**config.mk**
```make
export PLATFORM = sky130hd
export DESIGN_NAME = wall_follow_steering_controller
export DESIGN_NICKNAME = d
export VERILOG_FILES = /design/src/hw/rtl/wfsc_pkg.sv /design/src/hw/rtl/wfsc_pid.sv /design/src/hw/rtl/wall_follow_steering_controller.sv
export SDC_FILE = /design/constraint.sdc
export NUM_CORES = 2
export LEC_CHECK = 0
export ABC_AREA = 1
export BUFFER_PORTS_ARGS = -buffer_cell sky130_fd_sc_hd__buf_2
export CAP_MARGIN = 5
export CORE_MARGIN = 2
export CORE_UTILIZATION = 70
export DETAILED_ROUTE_END_ITERATION = 7
export PLACE_DENSITY = 0.88
export SYNTH_ARGS = -nofsm -noshare
export SYNTH_HDL_FRONTEND = slang
export SYNTH_SLANG_ARGS = --single-unit
```
**constraint.sdc**
```tcl
create_clock -name clk_i -period 23.8 [get_ports clk_i]
set_clock_uncertainty 0.2 [all_clocks]
set_input_delay 4.76 -clock clk_i [delete_from_list [all_inputs] [get_ports clk_i]]
set_output_delay 4.76 -clock clk_i [all_outputs]
set_load 0.01 [all_outputs]
```
**src/hw/rtl/wfsc_pkg.sv**
```systemverilog
// Shared types and constants for the wall-following steering controller.
package wfsc_pkg;

  localparam int unsigned DIST_W  = 12;
  localparam int unsigned SPEED_W = 10;
  localparam int unsigned ANGLE_W = 8;
  localparam int unsigned MODE_W  = 3;
  localparam int unsigned WAIT_W  = 8;
  localparam int unsigned REG_IDX_W = 3;

  localparam logic [DIST_W-1:0]  WALL_NEAR_MM  = 12'd200;
  localparam logic [DIST_W-1:0]  FRONT_NEAR_MM = 12'd150;
  localparam logic [DIST_W-1:0]  CLAMP_MM      = 12'd300;
  localparam logic [SPEED_W-1:0] MARCH_SPEED   = 10'd250;
  localparam logic [WAIT_W-1:0]  SETTLE_TICKS  = 8'd25;
  localparam logic [WAIT_W-1:0]  TURN_TICKS    = 8'd150;

  localparam logic signed [ANGLE_W-1:0] ANGLE_LEFT  = 8'sd90;
  localparam logic signed [ANGLE_W-1:0] ANGLE_RIGHT = -8'sd90;

  // configuration register indexes
  localparam logic [REG_IDX_W-1:0] REG_KP_LEFT      = 3'd0;
  localparam logic [REG_IDX_W-1:0] REG_KI_LEFT      = 3'd1;
  localparam logic [REG_IDX_W-1:0] REG_KD_LEFT      = 3'd2;
  localparam logic [REG_IDX_W-1:0] REG_KP_RIGHT     = 3'd3;
  localparam logic [REG_IDX_W-1:0] REG_KI_RIGHT     = 3'd4;
  localparam logic [REG_IDX_W-1:0] REG_KD_RIGHT     = 3'd5;
  localparam logic [REG_IDX_W-1:0] REG_TARGET_LEFT  = 3'd6;
  localparam logic [REG_IDX_W-1:0] REG_TARGET_RIGHT = 3'd7;

  typedef enum logic [MODE_W-1:0] {
    MODE_IDLE     = 3'd0,
    MODE_FOLLOW_L = 3'd1,
    MODE_FOLLOW_R = 3'd2,
    MODE_TURN_L   = 3'd3,
    MODE_TURN_R   = 3'd4
  } mode_e;

  // per-loop pipeline control from the top level
  typedef struct packed {
    logic load_b;  // error stage takes a new item
    logic run_c;   // loop state updates with the item in the error stage
  } pid_ctrl_t;

endpackage

```
**src/hw/rtl/wfsc_pid.sv**
```systemverilog
// One fixed-point PID loop: error/product stage plus integrator and last-error state.
module wfsc_pid (
  input  logic                    clk_i,
  input  logic                    rst_ni,
  input  wfsc_pkg::pid_ctrl_t     ctrl_i,
  input  logic [11:0]             front_i,
  input  logic [11:0]             rear_i,
  input  logic signed [15:0]      kp_i,
  input  logic signed [15:0]      ki_i,
  input  logic signed [15:0]      kd_i,
  input  logic signed [9:0]       target_i,
  output logic signed [15:0]      sum_o
);

  logic [11:0]        front_c, rear_c;
  logic signed [12:0] diff_c, err_wide;
  logic signed [10:0] err_d, err_q, last_q;
  logic signed [26:0] pe_d, pe_q, ie_d, ie_q;
  logic signed [11:0] derr;
  logic signed [27:0] de;
  logic signed [32:0] acc;
  logic signed [31:0] integ_d, integ_q;
  logic signed [33:0] total;
  logic signed [25:0] shifted;

  // error stage: clamp, difference, and the products that need no loop state
  always_comb begin
    front_c  = (front_i > wfsc_pkg::CLAMP_MM) ? wfsc_pkg::CLAMP_MM : front_i;
    rear_c   = (rear_i > wfsc_pkg::CLAMP_MM) ? wfsc_pkg::CLAMP_MM : rear_i;
    diff_c   = $signed({1'b0, front_c}) - $signed({1'b0, rear_c});
    err_wide = 13'(target_i) - diff_c;
    err_d    = err_wide[10:0];
    pe_d     = 27'(kp_i) * 27'(err_d);
    ie_d     = 27'(ki_i) * 27'(err_d);
  end

  // update stage: derivative product, saturating integrator, floored shift
  always_comb begin
    derr = 12'(err_q) - 12'(last_q);
    de   = 28'(kd_i) * 28'(derr);
    acc  = 33'(integ_q) + 33'(ie_q);
    if (acc[32] == acc[31]) begin
      integ_d = acc[31:0];
    end else if (acc[32]) begin
      integ_d = 32'sh8000_0000;
    end else begin
      integ_d = 32'sh7fff_ffff;
    end
    total   = 34'(pe_q) + 34'(integ_d) + 34'(de);
    shifted = total[33:8];
    if ((&shifted[25:15]) || !(|shifted[25:15])) begin
      sum_o = shifted[15:0];
    end else if (shifted[25]) begin
      sum_o = 16'sh8000;
    end else begin
      sum_o = 16'sh7fff;
    end
  end

  always_ff @(posedge clk_i) begin
    if (ctrl_i.load_b) begin
      err_q <= err_d;
      pe_q  <= pe_d;
      ie_q  <= ie_d;
    end
  end

  always_ff @(posedge clk_i or negedge rst_ni) begin
    if (!rst_ni) begin
      integ_q <= '0;
      last_q  <= '0;
    end else if (ctrl_i.run_c) begin
      integ_q <= integ_d;
      last_q  <= err_q;
    end
  end

endmodule

```
**src/hw/rtl/wall_follow_steering_controller.sv**
```systemverilog
// Top level of the wall-following steering controller.
//
//  channel  | dir | transfer when              | payload
//  s_axis   | in  | s_axis_tvalid_i & tready_o | six 12-bit distances
//  m_axis   | out | m_axis_tvalid_o & tready_i | speed, rate, angle, mode
//  cfg      | in  | cfg_we_i                   | gains and targets by index
//
// Three register stages: input, error/product, result. One item is taken every
// cycle while the output is not stalled, with the integrator and mode state
// closing their loop within the result stage.
// Stalls on the output ripple back stage by stage; reset clears state,
// configuration and all valid flags.
module wall_follow_steering_controller (
  input  logic        clk_i,
  input  logic        rst_ni,
  input  logic        s_axis_tvalid_i,
  output logic        s_axis_tready_o,
  // dist_front_left, dist_front_right, dist_rear_left, dist_rear_right,
  // dist_ahead_a, dist_ahead_b (12 bits each, from bit 0 up)
  input  logic [71:0] s_axis_tdata_i,
  output logic        m_axis_tvalid_o,
  input  logic        m_axis_tready_i,
  // forward_speed[9:0], steer_rate[25:10], turn_angle[33:26], mode[36:34], zero pad
  output logic [39:0] m_axis_tdata_o,
  input  logic        cfg_we_i,
  input  logic [2:0]  cfg_idx_i,
  input  logic [15:0] cfg_wdata_i
);

  typedef enum logic [1:0] {
    PH_ENTRY = 2'd0,
    PH_RUN   = 2'd1,
    PH_END   = 2'd2
  } phase_e;

  // configuration
  logic signed [15:0] kp_l_q, ki_l_q, kd_l_q, kp_r_q, ki_r_q, kd_r_q;
  logic signed [9:0]  tgt_l_q, tgt_r_q;

  // pipeline control
  logic va_q, vb_q, vc_q;
  logic acc_a, adv_b, adv_c, a_free, b_free, c_free;

  // stage A / B payload
  logic [11:0] dist_q [6];
  logic [5:0]  near_d, near_q;

  // controller state
  wfsc_pkg::mode_e    mode_q, mode_d, want, mode_t;
  phase_e             phase_q, phase_d, phase_t;
  logic               hold_q, hold_d;
  logic [7:0]         wait_q, wait_d;
  logic [9:0]         speed_q, speed_d;
  logic signed [15:0] rate_q, rate_d;
  logic signed [7:0]  angle_q, angle_d;
  logic               pid_run;

  wfsc_pkg::pid_ctrl_t pid_ctrl;
  logic signed [15:0]  sum_l, sum_r;

  assign c_free = !vc_q || m_axis_tready_i;
  assign adv_c  = vb_q && c_free;
  assign b_free = !vb_q || adv_c;
  assign adv_b  = va_q && b_free;
  assign a_free = !va_q || adv_b;
  assign acc_a  = s_axis_tvalid_i && a_free;

  assign s_axis_tready_o = a_free;
  assign m_axis_tvalid_o = vc_q;
  assign m_axis_tdata_o  = {3'b000, mode_q, angle_q, rate_q, speed_q};

  always_ff @(posedge clk_i or negedge rst_ni) begin
    if (!rst_ni) begin
      va_q <= 1'b0;
      vb_q <= 1'b0;
      vc_q <= 1'b0;
    end else begin
      if (acc_a) begin
        va_q <= 1'b1;
      end else if (adv_b) begin
        va_q <= 1'b0;
      end
      if (adv_b) begin
        vb_q <= 1'b1;
      end else if (adv_c) begin
        vb_q <= 1'b0;
      end
      if (adv_c) begin
        vc_q <= 1'b1;
      end else if (m_axis_tready_i) begin
        vc_q <= 1'b0;
      end
    end
  end

  always_ff @(posedge clk_i or negedge rst_ni) begin
    if (!rst_ni) begin
      kp_l_q  <= '0;
      ki_l_q  <= '0;
      kd_l_q  <= '0;
      kp_r_q  <= '0;
      ki_r_q  <= '0;
      kd_r_q  <= '0;
      tgt_l_q <= '0;
      tgt_r_q <= '0;
    end else if (cfg_we_i) begin
      unique case (cfg_idx_i)
        wfsc_pkg::REG_KP_LEFT:      kp_l_q  <= cfg_wdata_i;
        wfsc_pkg::REG_KI_LEFT:      ki_l_q  <= cfg_wdata_i;
        wfsc_pkg::REG_KD_LEFT:      kd_l_q  <= cfg_wdata_i;
        wfsc_pkg::REG_KP_RIGHT:     kp_r_q  <= cfg_wdata_i;
        wfsc_pkg::REG_KI_RIGHT:     ki_r_q  <= cfg_wdata_i;
        wfsc_pkg::REG_KD_RIGHT:     kd_r_q  <= cfg_wdata_i;
        wfsc_pkg::REG_TARGET_LEFT:  tgt_l_q <= cfg_wdata_i[9:0];
        wfsc_pkg::REG_TARGET_RIGHT: tgt_r_q <= cfg_wdata_i[9:0];
        default: ;
      endcase
    end
  end

  always_ff @(posedge clk_i) begin
    if (acc_a) begin
      for (int i = 0; i < 6; i++) begin
        dist_q[i] <= s_axis_tdata_i[12*i +: 12];
      end
    end
    if (adv_b) begin
      near_q <= near_d;
    end
  end

  always_comb begin
    for (int i = 0; i < 4; i++) begin
      near_d[i] = dist_q[i] < wfsc_pkg::WALL_NEAR_MM;
    end
    for (int i = 4; i < 6; i++) begin
      near_d[i] = dist_q[i] < wfsc_pkg::FRONT_NEAR_MM;
    end
  end

  assign pid_ctrl.load_b = adv_b;
  assign pid_ctrl.run_c  = adv_c && pid_run;

  wfsc_pid u_pid_left (
    .clk_i    (clk_i),
    .rst_ni   (rst_ni),
    .ctrl_i   (pid_ctrl),
    .front_i  (dist_q[0]),
    .rear_i   (dist_q[2]),
    .kp_i     (kp_l_q),
    .ki_i     (ki_l_q),
    .kd_i     (kd_l_q),
    .target_i (tgt_l_q),
    .sum_o    (sum_l)
  );

  wfsc_pid u_pid_right (
    .clk_i    (clk_i),
    .rst_ni   (rst_ni),
    .ctrl_i   (pid_ctrl),
    .front_i  (dist_q[1]),
    .rear_i   (dist_q[3]),
    .kp_i     (kp_r_q),
    .ki_i     (ki_r_q),
    .kd_i     (kd_r_q),
    .target_i (tgt_r_q),
    .sum_o    (sum_r)
  );

  // mode choice and per-mode action for the item in the error stage
  always_comb begin
    if (near_q[4] || near_q[5]) begin
      want = (!near_q[0] && !near_q[2]) ? wfsc_pkg::MODE_TURN_L : wfsc_pkg::MODE_TURN_R;
    end else if (near_q[0] && near_q[2]) begin
      want = wfsc_pkg::MODE_FOLLOW_L;
    end else if (near_q[1] && near_q[3]) begin
      want = wfsc_pkg::MODE_FOLLOW_R;
    end else begin
      want = wfsc_pkg::MODE_IDLE;
    end

    if (want != mode_q && !hold_q) begin
      mode_t  = want;
      phase_t = PH_ENTRY;
    end else begin
      mode_t  = mode_q;
      phase_t = phase_q;
    end

    mode_d  = mode_t;
    phase_d = phase_t;
    hold_d  = hold_q;
    wait_d  = wait_q;
    speed_d = speed_q;
    rate_d  = rate_q;
    angle_d = angle_q;
    pid_run = 1'b0;

    unique case (mode_t)
      wfsc_pkg::MODE_FOLLOW_L, wfsc_pkg::MODE_FOLLOW_R: begin
        if (phase_t == PH_ENTRY) begin
          phase_d = PH_RUN;
        end else begin
          pid_run = 1'b1;
          speed_d = wfsc_pkg::MARCH_SPEED;
          rate_d  = (mode_t == wfsc_pkg::MODE_FOLLOW_L) ? sum_l : sum_r;
        end
      end
      wfsc_pkg::MODE_TURN_L, wfsc_pkg::MODE_TURN_R: begin
        if (phase_t == PH_ENTRY) begin
          speed_d = '0;
          rate_d  = '0;
          hold_d  = 1'b1;
          wait_d  = wfsc_pkg::SETTLE_TICKS;
          phase_d = PH_RUN;
        end else if (phase_t == PH_RUN) begin
          if (wait_q == '0) begin
            angle_d = (mode_t == wfsc_pkg::MODE_TURN_L) ? wfsc_pkg::ANGLE_LEFT
                                                        : wfsc_pkg::ANGLE_RIGHT;
            wait_d  = wfsc_pkg::TURN_TICKS;
            phase_d = PH_END;
          end else begin
            wait_d = wait_q - 8'd1;
          end
        end else begin
          // end phase; repeats harmlessly once the count has run out
          if (wait_q == '0) begin
            angle_d = '0;
            hold_d  = 1'b0;
          end else begin
            wait_d = wait_q - 8'd1;
          end
        end
      end
      default: begin
        speed_d = '0;
        rate_d  = '0;
        angle_d = '0;
      end
    endcase
  end

  always_ff @(posedge clk_i or negedge rst_ni) begin
    if (!rst_ni) begin
      mode_q  <= wfsc_pkg::MODE_IDLE;
      phase_q <= PH_ENTRY;
      hold_q  <= 1'b0;
      wait_q  <= '0;
      speed_q <= '0;
      rate_q  <= '0;
      angle_q <= '0;
    end else if (adv_c) begin
      mode_q  <= mode_d;
      phase_q <= phase_d;
      hold_q  <= hold_d;
      wait_q  <= wait_d;
      speed_q <= speed_d;
      rate_q  <= rate_d;
      angle_q <= angle_d;
    end
  end

endmodule

```
Word-level counts from Yosys, hierarchy flattened
Memories as Yosys holds them, arrays and structs flattened.
Cells that the tools add are included.
{"block": "classes", "muxes": 53, "multipliers": 6, "n_eq_ne": 21, "n_reduce_logical": 47, "addsub": 13, "order_cmp": 10, "n_bitwise": 1}
{"op": "32-bit two-way mux", "n": 4}
{"op": "16-bit two-way mux", "n": 7}
{"op": "16-bit by 11-bit multiplier with 27-bit output", "n": 4}
{"op": "12-bit by 8-bit < comparator with 1-bit output (second input constant)", "n": 6}
{"op": "8-bit two-way mux", "n": 9}
{"op": "33-bit by 28-bit adder with 34-bit output", "n": 2}
{"op": "27-bit by 32-bit adder with 33-bit output", "n": 2}
{"op": "32-bit by 27-bit adder with 33-bit output", "n": 2}
{"op": "16-bit by 12-bit multiplier with 28-bit output", "n": 2}
{"op": "12-bit by 9-bit > comparator with 1-bit output (second input constant)", "n": 4}
{"op": "11-bit two-way mux", "n": 4}
{"op": "16-bit case mux with 2 select lines", "n": 1}
{"op": "11-bit by 11-bit subtractor with 12-bit output", "n": 2}
{"op": "11-bit AND reduction", "n": 2}
{"op": "11-bit OR reduction", "n": 2}
{"op": "10-bit by 11-bit subtractor with 11-bit output", "n": 2}
{"op": "11-bit subtractor", "n": 2}
{"op": "10-bit two-way mux", "n": 2}
{"op": "10-bit case mux with 2 select lines", "n": 1}
{"op": "8-bit case mux with 2 select lines", "n": 1}
{"op": "2-bit AND reduction", "n": 8}
{"op": "3-bit equality test (second input constant)", "n": 5}
{"op": "2-bit two-way mux", "n": 7}
{"op": "1-bit two-way mux", "n": 13}
{"op": "other kinds (21)", "n": 57}
{"block": "word_totals", "input_bits": 96, "output_inout_bits": 42, "reg_bits": 389, "mem_bits_rw": 72, "wordCells": 181, "n_memories": 1}
{"name": "dist_q", "depth": 6, "width": 12, "read_ports": 6, "rd_ports_with_merged_regs": 0, "write_ports": 6, "line": "wall_follow_steering_controller.sv:45", "source": "logic [11:0] dist_q [6];"}

Logic depth before layout (Yosys ltp)
{"block": "logic_depth", "ltp_word": 13, "ltp_mapped": 55, "mapped_depth_nobuf": 53}

By module
Synthesis repeated with hierarchy kept, for this count alone.
{"block": "hier_totals", "cells_unflattened": 8793, "hier_area_um2": 70908.0}
{"mod": "wfsc_pid at u_pid_right", "cells_each": 3965, "n_inst": 1, "seq_area_each_um2": 3027.9, "area_each_um2": 31059.8}
{"mod": "wfsc_pid at u_pid_left", "cells_each": 3982, "n_inst": 1, "seq_area_each_um2": 3027.9, "area_each_um2": 30929.7}
{"mod": "wall_follow_steering_controller", "cells_each": 846, "n_inst": 1, "seq_area_each_um2": 6110.9, "area_each_um2": 8918.6}

Worst setup path after synthesis
No wires, ideal clock.
{"block": "synth_timing", "path_type": "input to output", "start": "input port m_axis_tready_i", "end": "output port s_axis_tready_o", "n_path_buf": 1, "arrival_time_ps": 5470, "path_slack_ps": 13370, "stages": 5, "required_time_ps": 18840, "path_cell_list": "inv_1 -> nand2_1 -> nand2_1 -> clkbuf_1 -> nand3_1"}
{"block": "synth_between", "elab_chain_len": 5}
{"element": "start, declared", "line": "wall_follow_steering_controller.sv:22", "source": "input logic m_axis_tready_i,"}
{"element": "1-bit logical OR", "line": "wall_follow_steering_controller.sv:61", "source": "assign c_free = !vc_q || m_axis_tready_i;"}
{"element": "1-bit logical AND", "line": "wall_follow_steering_controller.sv:62", "source": "assign adv_c = vb_q && c_free;"}
{"element": "1-bit logical OR", "line": "wall_follow_steering_controller.sv:63", "source": "assign b_free = !vb_q || adv_c;"}
{"element": "1-bit logical AND", "line": "wall_follow_steering_controller.sv:64", "source": "assign adv_b = va_q && b_free;"}
{"element": "1-bit logical OR", "line": "wall_follow_steering_controller.sv:65", "source": "assign a_free = !va_q || adv_b;"}
{"element": "end, declared", "line": "wall_follow_steering_controller.sv:17", "source": "output logic s_axis_tready_o,"}
No other way between the ends.

Final worst setup path
{"block": "layout_timing", "start": "register u_pid_left.integ_q[0]", "end": "register rate_q[3]"}
{"block": "layout_between", "elab_chain_len": 12, "word_cells_on_any_way": 15, "classes_between": "3 x add/sub; 1 x eq/ne; 7 x mux; 4 x reduce/logical"}
{"element": "start, declared", "line": "wfsc_pid.sv:22", "source": "logic signed [31:0] integ_d, integ_q;"}
{"element": "start signal, assigned", "line": "wfsc_pid.sv:73", "source": "integ_q <= integ_d;"}
{"element": "32-bit by 27-bit adder with 33-bit output *", "line": "wfsc_pid.sv:41", "source": "acc = 33'(integ_q) + 33'(ie_q);"}
{"element": "32-bit two-way mux / 1-bit equality test (equally long branches)", "line": "wfsc_pid.sv:44, wfsc_pid.sv:42"}
{"element": "32-bit two-way mux *", "line": "wfsc_pid.sv:42", "source": "if (acc[32] == acc[31]) begin"}
{"element": "named net u_pid_left.integ_d[6]", "line": "wfsc_pid.sv:22"}
{"element": "27-bit by 32-bit adder with 33-bit output *", "line": "wfsc_pid.sv:49", "source": "total = 34'(pe_q) + 34'(integ_d) + 34'(de);"}
{"element": "33-bit by 28-bit adder with 34-bit output *", "line": "wfsc_pid.sv:49"}
{"element": "11-bit OR reduction", "line": "wfsc_pid.sv:51", "source": "if ((&shifted[25:15]) || !(|shifted[25:15])) begin"}
{"element": "1-bit logical NOT", "line": "wfsc_pid.sv:51"}
{"element": "1-bit logical OR", "line": "wfsc_pid.sv:51"}
{"element": "16-bit two-way mux *", "line": "wfsc_pid.sv:51"}
{"element": "16-bit two-way mux *", "line": "wall_follow_steering_controller.sv:206", "source": "rate_d = (mode_t == wfsc_pkg::MODE_FOLLOW_L) ? sum_l : sum_r;"}
{"element": "16-bit two-way mux *", "line": "wall_follow_steering_controller.sv:201", "source": "if (phase_t == PH_ENTRY) begin"}
{"element": "16-bit case mux with 2 select lines *", "line": "wall_follow_steering_controller.sv:199", "source": "unique case (mode_t)"}
{"element": "end signal, assigned", "line": "wall_follow_steering_controller.sv:258", "source": "rate_q <= rate_d;"}
{"element": "end, declared", "line": "wall_follow_steering_controller.sv:54", "source": "logic signed [15:0] rate_q, rate_d;"}
Mark *: on every way through the listed nets, which the timed path passes. The rest lies on a longest branch. The select of a mux whose other input is x is not followed.
A chain may end at the register's enable or synchronous reset.

==> results.py <==
metrics = {
    "outcome": {
        "outcome": "finished clean",
    },
    "setup_path": {
        "regToRegSetupSlack_ns": 12.93,
        "crit_end": "rate_q[3]",
        "cp.required_ns": 24.15,
        "critPathLaunch": "u_pid_left.integ_q[0]",
        "crit_path_end_kind": "register",
        "startpoint_type": "register",
        "critPathKind": "register to register",
        "path_max_fanout": 32,
        "worst-path-stages": 48,
        "r2r_end": "rate_q[3]",
        "slowest_delay_ns": 0.87,
        "cp_slowest_cell": "nand3_2",
        "reg2regPathDepth": 48,
        "r2r-start": "u_pid_left.integ_q[0]",
        "cpMostUsedCell": "nand2_1",
        "worst-path-buf-inv": 10,
        "worstPathArrival_ns": 11.22,
        "crit_family": "adder cells",
    },
    "timing": {
        "period_minus_slack_ns": 10.87,
        "setup_viol": 0,
        "period_share_pct": 45.7,
        "tns_ns": 0,
        "slew_violations": 0,
        "slew_headroom_pct": 15.7,
        "rsz0062_at_grt": "no",
        "fmax_mhz": 92.0,
        "tightestPinTransition_ns": 1.26,
        "finalHoldViolCount": 0,
    },
    "cells_and_area": {
        "multi_input_comb_area_sq_um": 48200,
        "seq_area_sq_um": 12200,
        "nNetsFinal": 10325,
        "area_delta_synth_final_pct": 4.54,
        "fillCellCount": 6884,
        "drive_gt1_share_pct": 4.44,
    },
    "synthesis": {
        "synth_area_sq_um": 69800,
        "ys_seq_area_share_pct": 17.4,
        "ys.flop_type": "dfrtp_1",
        "synthCells": 8546,
        "synth-edff-count": 206,
        "synth-async-reset-ratio_pct": 53.7,
        "synth.avg_cell_area_sq_um": 8.17,
        "ys_ff_latch": 445,
        "yosys.area.top_type_share_pct": 34.1,
        "ys_types": 65,
        "ys.warnings.count": 0,
        "synth_area_leaders": "fa_1 (34%), inv_1 (12%), nand2_1 (10%)",
        "synth.largest_area_cell": "fa_1",
    },
    "clocking": {
        "numClockSinks": 445,
        "numCtsBuffers": 52,
        "clk_latency_ns": 0.68,
        "clk_pin_slew_ns": 0.06,
        "cts_tree": "done",
        "ctsHtreeMaxLevel": 2,
        "cts_setup_buffers": 0,
        "cts.path.max_buffers": 3,
        "cts.repair.resized": 0,
        "hold_buffers": 0,
        "clk_root_buffer_cell": "clkbuf_16",
    },
    "drt": {
        "drt_wl_total_microns": 185000,
        "drc": 0,
        "via_per_inst": 5.70,
        "wire_per_inst_microns": 18.8,
        "ant_nets": 0,
        "drtIter0Drc": 5480,
        "route.vias.total": 56282,
        "drt_pre_antenna_iters": 6,
    },
    "die": {
        "fp.coreArea_sq_um": 98600,
        "rows": 115,
        "ioPinCount": 138,
        "die_w_microns": 320,
        "die_y_microns": 320,
        "start_util_pct": 70.8,
        "die_area_sq_um": 102000,
    },
    "place": {
        "portBuffers": 127,
        "dp_hpwl_microns": 148000,
        "place.gp.congestion": 0.967,
    },
    "worst_hold_path": {
        "hp-class": "register to register",
        "hold_depth": 2,
    },
    "global_routing": {
        "grt_max_degree": 141,
        "grt_pass1_wl_microns": 300000,
        "grt_pass1_vias": 58987,
        "overflow": 0,
        "antenna_found_initial": 22,
        "grt_usage_pct": 37.6,
    },
    "flow_run": {
        "drv_cap": 0,
    },
}
## flip-flops by register name (all words and copies together), names as in the netlist, 6 cells and up
name,cells
dist_q,70
u_pid_left.integ_q,32
u_pid_right.integ_q,32
u_pid_left.ie_q,27
u_pid_left.pe_q,27
u_pid_right.ie_q,27
u_pid_right.pe_q,27
kd_l_q,16
kd_r_q,16
ki_l_q,16
ki_r_q,16
kp_l_q,16
kp_r_q,16
rate_q,16
u_pid_left.err_q,11
u_pid_left.last_q,11
u_pid_right.err_q,11
u_pid_right.last_q,11
tgt_l_q,10
tgt_r_q,10
wait_q,8
near_q,6
## through the flow
| step | util [%] | hold WS, ns | setup WS (ns) | instance area, sq um | std cells |
|---|---|---|---|---|---|
| after floorplan | - | 0.251 | 13.37 | 69800 | 8556 |
| after global placement | 72.2 | 0.262 | 13.12 | 71200 | 9755 |
| after detailed placement | 72.2 | 0.262 | 13.02 | 71200 | 9755 |
| after CTS | 74.0 | 0.278 | 13.01 | 72900 | 9852 |
| after global routing | 74.0 | 0.298 | 12.30 | 72900 | 9856 |
| final | 74.0 | 0.274 | 12.93 | 73000 | 9873 |
## cells in the final DEF, fill, tap and decap left out, types with 18 or more instances in the layout
cell type	synthesis	final
a21o_1	18	18
a21oi_1	302	302
a31oi_1	21	21
buf_2	21	126
buf_4	31	23
clkbuf_16	0	53
dfrtp_1	239	239
diode_2	0	21
edfxtp_1	206	206
fa_1	1190	1190
ha_1	517	517
inv_1	2200	2198
nand2_1	1875	1875
nand2_2	39	39
nand3_1	181	181
nand3b_1	23	23
nand4_1	30	30
nor2_1	703	702
nor3_1	41	40
o21ai_0	273	273
o21ai_1	43	43
o21bai_1	24	24
or2_2	40	40
xnor2_1	81	81
xor2_1	102	102
## per-layer routing
layer	global-route usage [%]	part of all wire [%]	vias up	wire length, microns
met3	11.7	12	731	23000
met1	47.4	37	27054	68200
met2	59.4	45	3235	83400
li1	-	-	25234	-
met5	0	0.12	-	222
met4	18.2	5.6	28	10400
## synth_stat cells, types with 18 or more instances
library cell,count
edfxtp_1,206
a21oi_1,302
a21o_1,18
nor3_1,41
clkbuf_1,158
inv_1,2200
o21bai_1,24
or2_2,40
nand2_1,1875
nor2_1,703
o21ai_1,43
a31oi_1,21
xor2_1,102
nand3_1,181
nand2_2,39
buf_4,31
buf_2,21
nand4_1,30
xnor2_1,81
fa_1,1190
ha_1,517
o21ai_0,273
nand3b_1,23
dfrtp_1,239
## area by class of cell
type | count | share of cell area (%)
multi-input cells | 5641 | 66.0
flip-flops and latches | 445 | 16.7
inverters | 2231 | 11.5
well taps | 1287 | 2.21
clock buffers | 68 | 1.92
repair buffers | 151 | 1.15
clock inverters | 29 | 0.460
diodes | 21 | 0.0720
## worst min-delay path by stage
stage	endpoint	slack, ns	from
2_1_floorplan	ki_l_q[5]	0.25	ki_l_q[5]
3_3_place_gp	rate_q[0]	0.26	rate_q[0]
3_5_place_dp	rate_q[9]	0.26	rate_q[9]
4_1_cts	rate_q[9]	0.28	rate_q[9]
5_1_grt	rate_q[9]	0.30	rate_q[9]
6_report	rate_q[9]	0.27	rate_q[9]
## worst reg2reg max path: cells and delay by family, from the launching register on
family | cells | cell delay, ns
compound gates | 4 | 0.98
fa+ha+maj | 10 | 4.47
buf+inv | 10 | 1.12
flops | 1 | 0.39
simple gates | 24 | 3.57
## cell families (layout without fill, tap and decap cells)
| logic type | Yosys count | in the layout | synth area share [%] |
|---|---|---|---|
| xor gates and xnor gates | 183 | 183 | 2.30 |
| and+or+nand+nor | 2989 | 2989 | 17.3 |
| buffers and inverters | 2470 | 2479 | 13.6 |
| adders and majority gates | 1707 | 1707 | 43.4 |
| DFF | 445 | 445 | 17.4 |
| AOI/OAI and AO/OA | 749 | 749 | 5.91 |
| muxes | 1 | 1 | 0.0197 |
| other | 2 | 33 | 0.0108 |
Power is left out: the tool's default activity adds up to more than one toggle a clock period on the data nets, which glitch-free logic cannot reach.
